==> src/rtl/core/ipacl_pkg.sv <==
// ----------------------------------------------------------------------------
// ipacl_pkg: shared types and constants of the prefix access list
// Table geometry, operation and status codes, the controller states and
// the structs that travel between the controller and the rule cells.
// ----------------------------------------------------------------------------
`default_nettype none

package ipacl_pkg;

    // table geometry
    localparam int DEPTH  = 16;
    localparam int IDX_W  = (DEPTH > 1) ? $clog2(DEPTH) : 1;
    localparam int CNT_W  = $clog2(DEPTH + 1);
    localparam int WORD_W = 32;

    // fixed widths of the result fields
    localparam int POS_W  = 4;
    localparam int RCNT_W = 5;
    localparam int STAT_W = 3;

    // stream payload widths
    localparam int S_DATA_W = 72;
    localparam int S_USER_W = 2;
    localparam int M_DATA_W = 16;

    // configuration port
    localparam int APB_ADDR_W = 3;
    localparam int APB_DATA_W = 32;
    localparam logic REG_DEFAULT_ALLOW = 1'b0;

    typedef enum logic [1:0] {
        OP_LOOKUP = 2'd0,
        OP_ADD    = 2'd1,
        OP_REMOVE = 2'd2
    } op_t;

    typedef enum logic [STAT_W-1:0] {
        STAT_DONE         = 3'd0,
        STAT_DUP_AGREE    = 3'd1,
        STAT_DUP_CONFLICT = 3'd2,
        STAT_INVALID      = 3'd3,
        STAT_FULL         = 3'd4,
        STAT_NOT_FOUND    = 3'd5
    } status_t;

    typedef enum logic [1:0] {
        FSM_IDLE,
        FSM_CMP,
        FSM_EXEC
    } fsm_t;

    typedef enum logic [1:0] {
        SH_HOLD,
        SH_INSERT,
        SH_REMOVE
    } shift_t;

    typedef struct packed {
        logic [WORD_W-1:0] addr;
        logic [WORD_W-1:0] mask;
        logic              allow;
    } rule_t;

    // command broadcast to every cell
    typedef struct packed {
        shift_t           kind;
        logic [IDX_W-1:0] pos;
        rule_t            rule;
    } cell_cmd_t;

    // compare results each cell reports back
    typedef struct packed {
        logic hit;
        logic equal;
        logic precede;
    } cell_flags_t;

endpackage

`default_nettype wire

==> src/rtl/core/ipacl_cell.sv <==
// ----------------------------------------------------------------------------
// ipacl_cell: one rule slot of the access list
// Holds one rule, compares it against the current query and registers the
// result, and on insert or remove shifts a rule in from a neighbor or loads the new one.
// ----------------------------------------------------------------------------
`default_nettype none

module ipacl_cell (
    input  wire logic                             aclk,
    input  wire logic [ipacl_pkg::IDX_W-1:0]      cell_idx,
    input  wire ipacl_pkg::cell_cmd_t             cmd,
    input  wire ipacl_pkg::rule_t                 left_rule,
    input  wire ipacl_pkg::rule_t                 right_rule,
    input  wire logic [ipacl_pkg::WORD_W-1:0]     q_addr,
    input  wire logic [ipacl_pkg::WORD_W-1:0]     q_mask,
    output ipacl_pkg::rule_t                      rule,
    output ipacl_pkg::cell_flags_t                flags
);

    ipacl_pkg::rule_t       rule_reg;
    ipacl_pkg::rule_t       rule_next;
    ipacl_pkg::cell_flags_t flags_reg;
    ipacl_pkg::cell_flags_t flags_next;

    // shift control: insert pulls from the left, remove from the right
    always_comb begin
        rule_next = rule_reg;
        case (cmd.kind)
            ipacl_pkg::SH_INSERT: begin
                if (cell_idx > cmd.pos) begin
                    rule_next = left_rule;
                end else if (cell_idx == cmd.pos) begin
                    rule_next = cmd.rule;
                end
            end
            ipacl_pkg::SH_REMOVE: begin
                if (cell_idx >= cmd.pos) begin
                    rule_next = right_rule;
                end
            end
            default: begin
                rule_next = rule_reg;
            end
        endcase
    end

    // compare stored rule against the query
    always_comb begin
        flags_next.hit     = (rule_reg.addr & rule_reg.mask) == (q_addr & rule_reg.mask);
        flags_next.equal   = (rule_reg.mask == q_mask) && (rule_reg.addr == q_addr);
        flags_next.precede = (q_mask > rule_reg.mask) ||
                             ((q_mask == rule_reg.mask) && (q_addr > rule_reg.addr));
    end

    always_ff @(posedge aclk) begin
        rule_reg  <= rule_next;
        flags_reg <= flags_next;
    end

    assign rule  = rule_reg;
    assign flags = flags_reg;

endmodule

`default_nettype wire

==> src/rtl/core/ipacl_pick.sv <==
// ----------------------------------------------------------------------------
// ipacl_pick: first-set picker over the cell flags
// Returns the lowest position whose bit is set, and whether any bit is set.
// ----------------------------------------------------------------------------
`default_nettype none

module ipacl_pick (
    input  wire logic [ipacl_pkg::DEPTH-1:0] vec,
    output logic                             found,
    output logic [ipacl_pkg::IDX_W-1:0]      idx
);

    // scan from the top so the lowest set bit wins
    always_comb begin
        found = 1'b0;
        idx   = '0;
        for (int i = ipacl_pkg::DEPTH - 1; i >= 0; i--) begin
            if (vec[i]) begin
                found = 1'b1;
                idx   = ipacl_pkg::IDX_W'(i);
            end
        end
    end

endmodule

`default_nettype wire

==> src/rtl/core/ip_prefix_access_list.sv <==
// ----------------------------------------------------------------------------
// ip_prefix_access_list: IPv4 prefix access list with sorted rule cells
// Lookup, add and remove over a row of rule cells kept in mask/address order.
// ----------------------------------------------------------------------------
// Usage:
//   s_ beats carry one operation each: s_tuser is the operation code, s_tdata
//   the address, mask and allow bit. m_ beats carry one result per operation.
//   The APB port sets default_allow, the lookup answer while the table is
//   empty; write it only while no operation is in flight.
// Operation steps:
//   the query is registered, every cell compares it with its rule and
//   registers the flags, then the controller picks the first flagged cell,
//   shifts the row for insert or remove and loads the result register.
//   The next beat is taken only after the result register is loaded.
// Stall:
//   while m_tready is low the finished result is held and the next beat is
//   still accepted and compared; it waits in the decide step until the
//   result register frees up.
// Reset:
//   aresetn empties the table (rule count 0), clears default_allow and the
//   result valid flag. Rule slots are not cleared; slots above the count are
//   never used.
// ----------------------------------------------------------------------------
`default_nettype none

module ip_prefix_access_list (
    input  wire logic                                aclk,
    input  wire logic                                aresetn,
    // operation beats
    input  wire logic                                s_tvalid,
    output logic                                     s_tready,
    // [31:0] ip_address, [63:32] prefix_mask, [64] allow_bit, [71:65] zero
    input  wire logic [ipacl_pkg::S_DATA_W-1:0]      s_tdata,
    // [1:0] operation
    input  wire logic [ipacl_pkg::S_USER_W-1:0]      s_tuser,
    // result beats
    output logic                                     m_tvalid,
    input  wire logic                                m_tready,
    // [0] verdict, [1] matched, [5:2] match_position, [8:6] status,
    // [13:9] rule_count, [15:14] zero
    output logic [ipacl_pkg::M_DATA_W-1:0]           m_tdata,
    // configuration
    input  wire logic                                psel,
    input  wire logic                                penable,
    input  wire logic                                pwrite,
    input  wire logic [ipacl_pkg::APB_ADDR_W-1:0]    paddr,
    input  wire logic [ipacl_pkg::APB_DATA_W-1:0]    pwdata,
    output logic [ipacl_pkg::APB_DATA_W-1:0]         prdata,
    output logic                                     pready
);

    localparam int DEPTH = ipacl_pkg::DEPTH;
    localparam int IDX_W = ipacl_pkg::IDX_W;
    localparam int CNT_W = ipacl_pkg::CNT_W;

    // controller state
    ipacl_pkg::fsm_t state_reg;
    ipacl_pkg::fsm_t state_next;

    // registered query
    logic [1:0]                     q_op_reg;
    logic [ipacl_pkg::WORD_W-1:0]   q_addr_reg;
    logic [ipacl_pkg::WORD_W-1:0]   q_mask_reg;
    logic                           q_allow_reg;
    logic                           q_invalid_reg;

    logic [CNT_W-1:0]               count_reg;
    logic [CNT_W-1:0]               count_next;
    logic                           default_allow_reg;

    logic                           m_tvalid_reg;
    logic [ipacl_pkg::M_DATA_W-1:0] m_tdata_reg;

    logic s_accept;
    logic out_free;
    logic exec_fire;
    logic cfg_write;

    // cell row
    ipacl_pkg::rule_t       rules     [DEPTH];
    ipacl_pkg::cell_flags_t flags     [DEPTH];
    ipacl_pkg::cell_cmd_t   cell_cmd;
    ipacl_pkg::shift_t      shift_kind;
    logic [IDX_W-1:0]       shift_pos;

    logic [DEPTH-1:0] valid_vec;
    logic [DEPTH-1:0] hit_vec;
    logic [DEPTH-1:0] equal_vec;
    logic [DEPTH-1:0] precede_vec;

    logic             hit_found;
    logic [IDX_W-1:0] hit_idx;
    logic             equal_found;
    logic [IDX_W-1:0] equal_idx;
    logic             precede_found;
    logic [IDX_W-1:0] precede_idx;

    // decision outputs
    logic                       res_verdict;
    logic                       res_matched;
    logic [IDX_W-1:0]           res_idx;
    ipacl_pkg::status_t         res_status;
    logic [IDX_W+ipacl_pkg::POS_W-1:0]  pos_wide;
    logic [CNT_W+ipacl_pkg::RCNT_W-1:0] cnt_wide;

    logic [ipacl_pkg::WORD_W-1:0] in_addr;
    logic [ipacl_pkg::WORD_W-1:0] in_mask;
    logic [ipacl_pkg::WORD_W-1:0] in_masked;

    assign in_addr   = s_tdata[31:0];
    assign in_mask   = s_tdata[63:32];
    assign in_masked = in_addr & in_mask;

    // next state
    always_comb begin
        state_next = state_reg;
        case (state_reg)
            ipacl_pkg::FSM_IDLE: begin
                if (s_tvalid) begin
                    state_next = ipacl_pkg::FSM_CMP;
                end
            end
            ipacl_pkg::FSM_CMP: begin
                state_next = ipacl_pkg::FSM_EXEC;
            end
            ipacl_pkg::FSM_EXEC: begin
                if (out_free) begin
                    state_next = ipacl_pkg::FSM_IDLE;
                end
            end
            default: begin
                state_next = ipacl_pkg::FSM_IDLE;
            end
        endcase
    end

    // state outputs
    always_comb begin
        s_tready  = (state_reg == ipacl_pkg::FSM_IDLE);
        exec_fire = (state_reg == ipacl_pkg::FSM_EXEC) && out_free;
    end

    assign s_accept = s_tvalid && s_tready;
    assign out_free = !m_tvalid_reg || m_tready;

    always_ff @(posedge aclk) begin
        if (!aresetn) begin
            state_reg <= ipacl_pkg::FSM_IDLE;
        end else begin
            state_reg <= state_next;
        end
    end

    // query capture; add keys are stored masked
    always_ff @(posedge aclk) begin
        if (s_accept) begin
            q_op_reg      <= s_tuser;
            q_addr_reg    <= (ipacl_pkg::op_t'(s_tuser) == ipacl_pkg::OP_ADD) ?
                             in_masked : in_addr;
            q_mask_reg    <= in_mask;
            q_allow_reg   <= s_tdata[64];
            q_invalid_reg <= (in_masked == '0) && (in_mask != '0);
        end
    end

    // rule cells, each linked to its neighbors
    for (genvar i = 0; i < DEPTH; i++) begin : g_cell
        ipacl_pkg::rule_t left_rule;
        ipacl_pkg::rule_t right_rule;

        if (i == 0) begin : g_first
            assign left_rule = rules[i];
        end else begin : g_inner_left
            assign left_rule = rules[i-1];
        end

        if (i == DEPTH - 1) begin : g_last
            assign right_rule = rules[i];
        end else begin : g_inner_right
            assign right_rule = rules[i+1];
        end

        ipacl_cell u_cell (
            .aclk       (aclk),
            .cell_idx   (IDX_W'(i)),
            .cmd        (cell_cmd),
            .left_rule  (left_rule),
            .right_rule (right_rule),
            .q_addr     (q_addr_reg),
            .q_mask     (q_mask_reg),
            .rule       (rules[i]),
            .flags      (flags[i])
        );

        assign valid_vec[i]   = CNT_W'(i) < count_reg;
        assign hit_vec[i]     = flags[i].hit && valid_vec[i];
        assign equal_vec[i]   = flags[i].equal && valid_vec[i];
        assign precede_vec[i] = flags[i].precede && valid_vec[i];
    end

    ipacl_pick u_pick_hit (
        .vec   (hit_vec),
        .found (hit_found),
        .idx   (hit_idx)
    );

    ipacl_pick u_pick_equal (
        .vec   (equal_vec),
        .found (equal_found),
        .idx   (equal_idx)
    );

    ipacl_pick u_pick_precede (
        .vec   (precede_vec),
        .found (precede_found),
        .idx   (precede_idx)
    );

    // operation decision from the registered flags
    always_comb begin
        res_verdict = 1'b0;
        res_matched = 1'b0;
        res_idx     = '0;
        res_status  = ipacl_pkg::STAT_DONE;
        shift_kind  = ipacl_pkg::SH_HOLD;
        shift_pos   = '0;
        count_next  = count_reg;
        case (ipacl_pkg::op_t'(q_op_reg))
            ipacl_pkg::OP_LOOKUP: begin
                if (count_reg == '0) begin
                    res_verdict = default_allow_reg;
                end else if (hit_found) begin
                    res_verdict = rules[hit_idx].allow;
                    res_matched = 1'b1;
                    res_idx     = hit_idx;
                end else begin
                    res_status  = ipacl_pkg::STAT_NOT_FOUND;
                end
            end
            ipacl_pkg::OP_ADD: begin
                if (q_invalid_reg) begin
                    res_status = ipacl_pkg::STAT_INVALID;
                end else if (equal_found) begin
                    res_matched = 1'b1;
                    res_idx     = equal_idx;
                    if (rules[equal_idx].allow == q_allow_reg) begin
                        res_verdict = 1'b1;
                        res_status  = ipacl_pkg::STAT_DUP_AGREE;
                    end else begin
                        res_status  = ipacl_pkg::STAT_DUP_CONFLICT;
                    end
                end else if (count_reg == CNT_W'(DEPTH)) begin
                    res_status = ipacl_pkg::STAT_FULL;
                end else begin
                    res_verdict = 1'b1;
                    shift_kind  = ipacl_pkg::SH_INSERT;
                    shift_pos   = precede_found ? precede_idx : count_reg[IDX_W-1:0];
                    count_next  = count_reg + CNT_W'(1);
                end
            end
            ipacl_pkg::OP_REMOVE: begin
                if (equal_found) begin
                    res_verdict = 1'b1;
                    res_matched = 1'b1;
                    res_idx     = equal_idx;
                    shift_kind  = ipacl_pkg::SH_REMOVE;
                    shift_pos   = equal_idx;
                    count_next  = count_reg - CNT_W'(1);
                end else begin
                    res_status  = ipacl_pkg::STAT_NOT_FOUND;
                end
            end
            default: begin
                res_verdict = 1'b0;
            end
        endcase
    end

    // shift only on the decide cycle that retires
    always_comb begin
        cell_cmd.kind = exec_fire ? shift_kind : ipacl_pkg::SH_HOLD;
        cell_cmd.pos  = shift_pos;
        cell_cmd.rule = '{addr: q_addr_reg, mask: q_mask_reg, allow: q_allow_reg};
    end

    // rule count
    always_ff @(posedge aclk) begin
        if (!aresetn) begin
            count_reg <= '0;
        end else if (exec_fire) begin
            count_reg <= count_next;
        end
    end

    // fit position and count into the result fields
    assign pos_wide = {{ipacl_pkg::POS_W{1'b0}}, res_idx};
    assign cnt_wide = {{ipacl_pkg::RCNT_W{1'b0}}, count_next};

    // result register
    always_ff @(posedge aclk) begin
        if (!aresetn) begin
            m_tvalid_reg <= 1'b0;
        end else if (exec_fire) begin
            m_tvalid_reg <= 1'b1;
        end else if (m_tready) begin
            m_tvalid_reg <= 1'b0;
        end
    end

    always_ff @(posedge aclk) begin
        if (exec_fire) begin
            m_tdata_reg <= {2'b00,
                            cnt_wide[ipacl_pkg::RCNT_W-1:0],
                            res_status,
                            pos_wide[ipacl_pkg::POS_W-1:0],
                            res_matched,
                            res_verdict};
        end
    end

    assign m_tvalid = m_tvalid_reg;
    assign m_tdata  = m_tdata_reg;

    // configuration register
    assign pready    = 1'b1;
    assign cfg_write = psel && penable && pwrite && pready &&
                       (paddr[2] == ipacl_pkg::REG_DEFAULT_ALLOW);

    always_ff @(posedge aclk) begin
        if (!aresetn) begin
            default_allow_reg <= 1'b0;
        end else if (cfg_write) begin
            default_allow_reg <= pwdata[0];
        end
    end

    always_comb begin
        prdata = '0;
        if (paddr[2] == ipacl_pkg::REG_DEFAULT_ALLOW) begin
            prdata[0] = default_allow_reg;
        end
    end

    // the table never holds more rules than it has cells
    assert property (@(posedge aclk) disable iff (!aresetn)
        count_reg <= CNT_W'(DEPTH))
        else $error("rule count beyond table depth");

    // the count only moves when a decide step retires, and by one at most
    assert property (@(posedge aclk) disable iff (!aresetn)
        (count_reg != $past(count_reg)) |->
            ($past(exec_fire) &&
             ((count_reg == $past(count_reg) + CNT_W'(1)) ||
              (count_reg == $past(count_reg) - CNT_W'(1)))))
        else $error("rule count changed outside a decide step");

    // an accepted beat goes straight to the compare step
    assert property (@(posedge aclk) disable iff (!aresetn)
        s_accept |=> (state_reg == ipacl_pkg::FSM_CMP))
        else $error("accepted beat did not enter compare");

    // a new result is only loaded from the decide step
    assert property (@(posedge aclk) disable iff (!aresetn)
        $rose(m_tvalid_reg) |-> $past(state_reg == ipacl_pkg::FSM_EXEC))
        else $error("result appeared without a decide step");

    // the row never shifts outside a retiring decide step
    assert property (@(posedge aclk) disable iff (!aresetn)
        (cell_cmd.kind != ipacl_pkg::SH_HOLD) |-> exec_fire)
        else $error("cell row shifted outside a decide step");

endmodule

`default_nettype wire
==> config.mk <==
export PLATFORM = sky130hd
export DESIGN_NAME = ip_prefix_access_list
export DESIGN_NICKNAME = d
export VERILOG_FILES = /design/src/rtl/core/ipacl_pkg.sv /design/src/rtl/core/ipacl_cell.sv /design/src/rtl/core/ipacl_pick.sv /design/src/rtl/core/ip_prefix_access_list.sv
export SDC_FILE = /design/constraint.sdc
export NUM_CORES = 2
export LEC_CHECK = 0
export ABC_AREA = 1
export BUFFER_PORTS_ARGS = -buffer_cell sky130_fd_sc_hd__buf_2
export CAP_MARGIN = 20
export CORE_MARGIN = 1.5
export CORE_UTILIZATION = 49
export DETAILED_ROUTE_END_ITERATION = 10
export PLACE_DENSITY = 0.75
export SKIP_CTS_REPAIR_TIMING = 1
export SLEW_MARGIN = 30
export SYNTH_ARGS = -nofsm -noshare
export SYNTH_HDL_FRONTEND = slang
export SYNTH_HIERARCHICAL = 1
export SYNTH_SLANG_ARGS = --single-unit
==> constraint.sdc <==
create_clock -name aclk -period 5.43 [get_ports aclk]
set_clock_uncertainty 0.2 [all_clocks]
set_input_delay 0.2715 -clock aclk [delete_from_list [all_inputs] [get_ports aclk]]
set_output_delay 0.2715 -clock aclk [all_outputs]
set_load 0.005 [all_outputs]
==> impl_metrics.env <==
export IMPL_cp_start_kind="flop"
export IMPL_cts_root_buffer="clkbuf_16"
export IMPL_netlist_top_cell_by_area="edfxtp_1"
export IMPL_cp_cell_sequence="nor2_1 -> nor2_1 -> o21ai_0 -> nor2_1 -> inv_2 -> nand3_1 -> nand3_1 -> nand3_1 -> nand3_1 -> a21oi_1 -> nor3_1 -> a21oi_1 -> o32ai_4 -> buf_12 -> inv_1 -> ha_1 -> inv_1 -> nor2_1 -> o21ai_2 -> a32o_1 -> clkinvlp_4 -> buf_12"
export IMPL_crit_fanout=16
export IMPL_syn_inst=12860
export IMPL_antenna_left=0
export IMPL_hp_start="s_tdata[51]"
export IMPL_fmaxAchievable_ghz=0.1954
export IMPL_grt_first_pass_wirelength_mm=443.8
export IMPL_dp_cells=15420
export IMPL_yosys_top_cells_count="nand2_1 (3,450), inv_1 (1,697), nor2_1 (1,568)"
export IMPL_rr_worst_depth=22
export IMPL_clk_pin_slew_ps=60
export IMPL_criticalPathCategory="flop to flop"
export IMPL_routed_wl_mm=287.9
export IMPL_p_leak_nw=49.45
export IMPL_status="finished, final reports clean"
export IMPL_portBuffers=92
export IMPL_slew_headroom_pct=29.79
export IMPL_first_global_vias=80320
export IMPL_synth_cell_types=47
export IMPL_worst_slew_pin_slew_ps=1042
export IMPL_syn_area_um2=95640
export IMPL_min_to="q_mask_reg[19]$_DFFE_PP_"
export IMPL_die_w_um=444.8
export IMPL_grtUsageTotal_pct=28.16
export IMPL_htreeDepth=4
export IMPL_grt_remaining_overflow=0
export IMPL_synth_area_leaders="edfxtp_1 (35%), ha_1 (14%), nand2_1 (14%), a31oi_1 (6.8%), inv_1 (6.7%)"
export IMPL_ff2ff_setup_slack_ps=310
export IMPL_ys_warnings_count=6
export IMPL_numCtsBuffers=141
export IMPL_vias=88450
export IMPL_gp_congestion=0.9894
export IMPL_critPathCaptureType="flop"
export IMPL_clock_sinks=1179
export IMPL_clk_insertion_delay_late_ps=810
export IMPL_viasPerCell=5.610
export IMPL_synth_edf_count=1122
export IMPL_finalMaxSlewViolations=0
export IMPL_fin_nets=14340
export IMPL_drt_first_iter_violations=9073
export IMPL_layout_setup_ws_ps=313.1
export IMPL_ys_flop_type="edfxtp_1"
export IMPL_worstHoldPathType="input pin to flop"
export IMPL_avgSynthCellArea_um2=7.439
export IMPL_drive_gt1_share_pct=6.057
export IMPL_dpl_hpwl_mm=226.1
export IMPL_ys_seq_elements=1179
export IMPL_io_pins=167
export IMPL_critPathSlowestCell="nor2_1"
export IMPL_yosysSeqAreaShare_pct=36.42
export IMPL_rsz0062_at_grt="false"
export IMPL_min_path_cells=2
export IMPL_r2r_end="g_cell[8].u_cell/rule[31]$_DFFE_PP_"
export IMPL_grt_max_degree=131
export IMPL_maxCapViolCount=0
export IMPL_finalSetupViolCount=0
export IMPL_regToRegStartpoint="count_reg[0]$_SDFFE_PN0P_"
export IMPL_drtPass1Iterations=8
export IMPL_async_flop_share_pct=0
export IMPL_synthMostInstantiatedCell="nand2_1"
export IMPL_core_area_um2=193200
export IMPL_tns_ps=0
export IMPL_antenna_found_initial=4
export IMPL_ir_drop_v=0.0002732
export IMPL_hold_viol=0
export IMPL_largest_reg_flops=1040
export IMPL_fin_crit_ps=5117
export IMPL_pwr_density_cell_nw_per_um2=228.6
export IMPL_wire_per_inst_um=18.26
export IMPL_cts_tree="yes"
export IMPL_period_share_pct=94.23
export IMPL_die_y_um=444.8
export IMPL_drc=0
export IMPL_cts_path_max_buffers=3
export IMPL_start_util_pct=49.51
export IMPL_dp_slack_ps=257.2
export IMPL_num_rows=161
export IMPL_worstPathRequired_ps=5790
export IMPL_syn_to_final_growth_pct=11.03
export IMPL_die_area_um2=197800
export IMPL_hold_slack_ps=24.01
export IMPL_arrival_ps=5480
export IMPL_fin_cells=15770
export IMPL_cpPeakStageDelay_ps=440
export IMPL_yosysTopAreaCellShare_pct=35.23
-- critical path: cells and delay by family, from the launching register on --
family,cells,cell delay (ps)
buffers and inverters,6,1130
adder cells (fa/ha/maj),1,280
flip-flops,1,430
AO/OA/AOI/OAI,6,1170
AND/OR/NAND/NOR,9,1600
-- placed cells by master, fill, tap and decap left out, types with 32 or more instances in the layout --
| cell | instances |
|---|---|
| nand2_1 | 3433 |
| inv_1 | 1681 |
| nor2_1 | 1566 |
| edfxtp_1 | 1122 |
| ha_1 | 1096 |
| a31oi_1 | 1042 |
| a21oi_1 | 984 |
| o21ai_0 | 636 |
| buf_4 | 270 |
| nand4_1 | 190 |
| clkbuf_16 | 145 |
| nand3_1 | 137 |
| conb_1 | 98 |
| buf_2 | 92 |
| dlygate4sd3_1 | 83 |
| buf_12 | 77 |
| dfxtp_1 | 57 |
| nor3_1 | 56 |
| o21a_1 | 47 |
| inv_2 | 43 |
| a21o_1 | 36 |
| clkbuf_1 | 32 |
-- per-stage QoR --
stage	utilization (%)	power (W)	cell area (um^2)
finish	54.97	0.02428	106200
global route	54.97	0.02524	106200
CTS	54.49	0.02426	105300
detailed placement	52.09	0.01469	100600
global placement	52.07	0.01456	100600
floorplan	-	0.01360	96050
-- final cells by class --
cell class | instances | area [um^2]
timing repair buffer | 524 | 4898
antenna | 1 | 2.502
sequential | 1179 | 34830
inverter | 1740 | 6589
fill | 17830 | 87000
clock buffer | 189 | 3914
tap | 2526 | 3161
multi-input combinational | 9538 | 52050
clock inverter | 70 | 739.5
-- routing by layer --
layer / global-route usage (%) / vias to the layer above / routed length [um]
met5: 0 / - / 0
met4: 13.66 / 0 / 15250
met3: 3.078 / 652 / 21020
met2: 44.64 / 3593 / 127200
met1: 38.35 / 40270 / 124500
li1: - / 43930 / -
-- cells by family (layout without fill, tap and decap cells) --
family | count (synthesis) | after routing | share of synthesized area [%]
simple gates | 5520 | 5520 | 22.80
compound gates | 2807 | 2807 | 16.51
buf+inv | 2236 | 2523 | 9.763
flops | 1179 | 1179 | 36.42
fa+ha+maj | 1096 | 1096 | 14.34
xor+xnor | 17 | 17 | 0.1557
other cells | 2 | 99 | 0.007852
-- where the power goes --
group	switching [W]	total, W	internal, W
sequential	0.0000957	0.0103	0.0102
clock	0.00401	0.00962	0.00561
combinational	0.00289	0.00436	0.00147
total	0.00699	0.0243	0.0173
-- worst max-delay path by stage --
stage	start	endpoint	slack (ps)	cells after the start
2_1_floorplan	count_reg[4]$_SDFFE_PN0P_	g_cell[4].u_cell/rule[0]$_DFFE_PP_	7	19
3_3_place_gp	count_reg[0]$_SDFFE_PN0P_	g_cell[9].u_cell/rule[30]$_DFFE_PP_	270	17
3_5_place_dp	count_reg[0]$_SDFFE_PN0P_	g_cell[9].u_cell/rule[32]$_DFFE_PP_	260	18
4_1_cts	count_reg[0]$_SDFFE_PN0P_	g_cell[9].u_cell/rule[2]$_DFFE_PP_	250	17
5_1_grt	count_reg[3]$_SDFFE_PN0P_	g_cell[9].u_cell/rule[44]$_DFFE_PP_	70	25
6_report	count_reg[0]$_SDFFE_PN0P_	g_cell[8].u_cell/rule[31]$_DFFE_PP_	310	22
No activity file was read; power rests on OpenSTA's default activity.
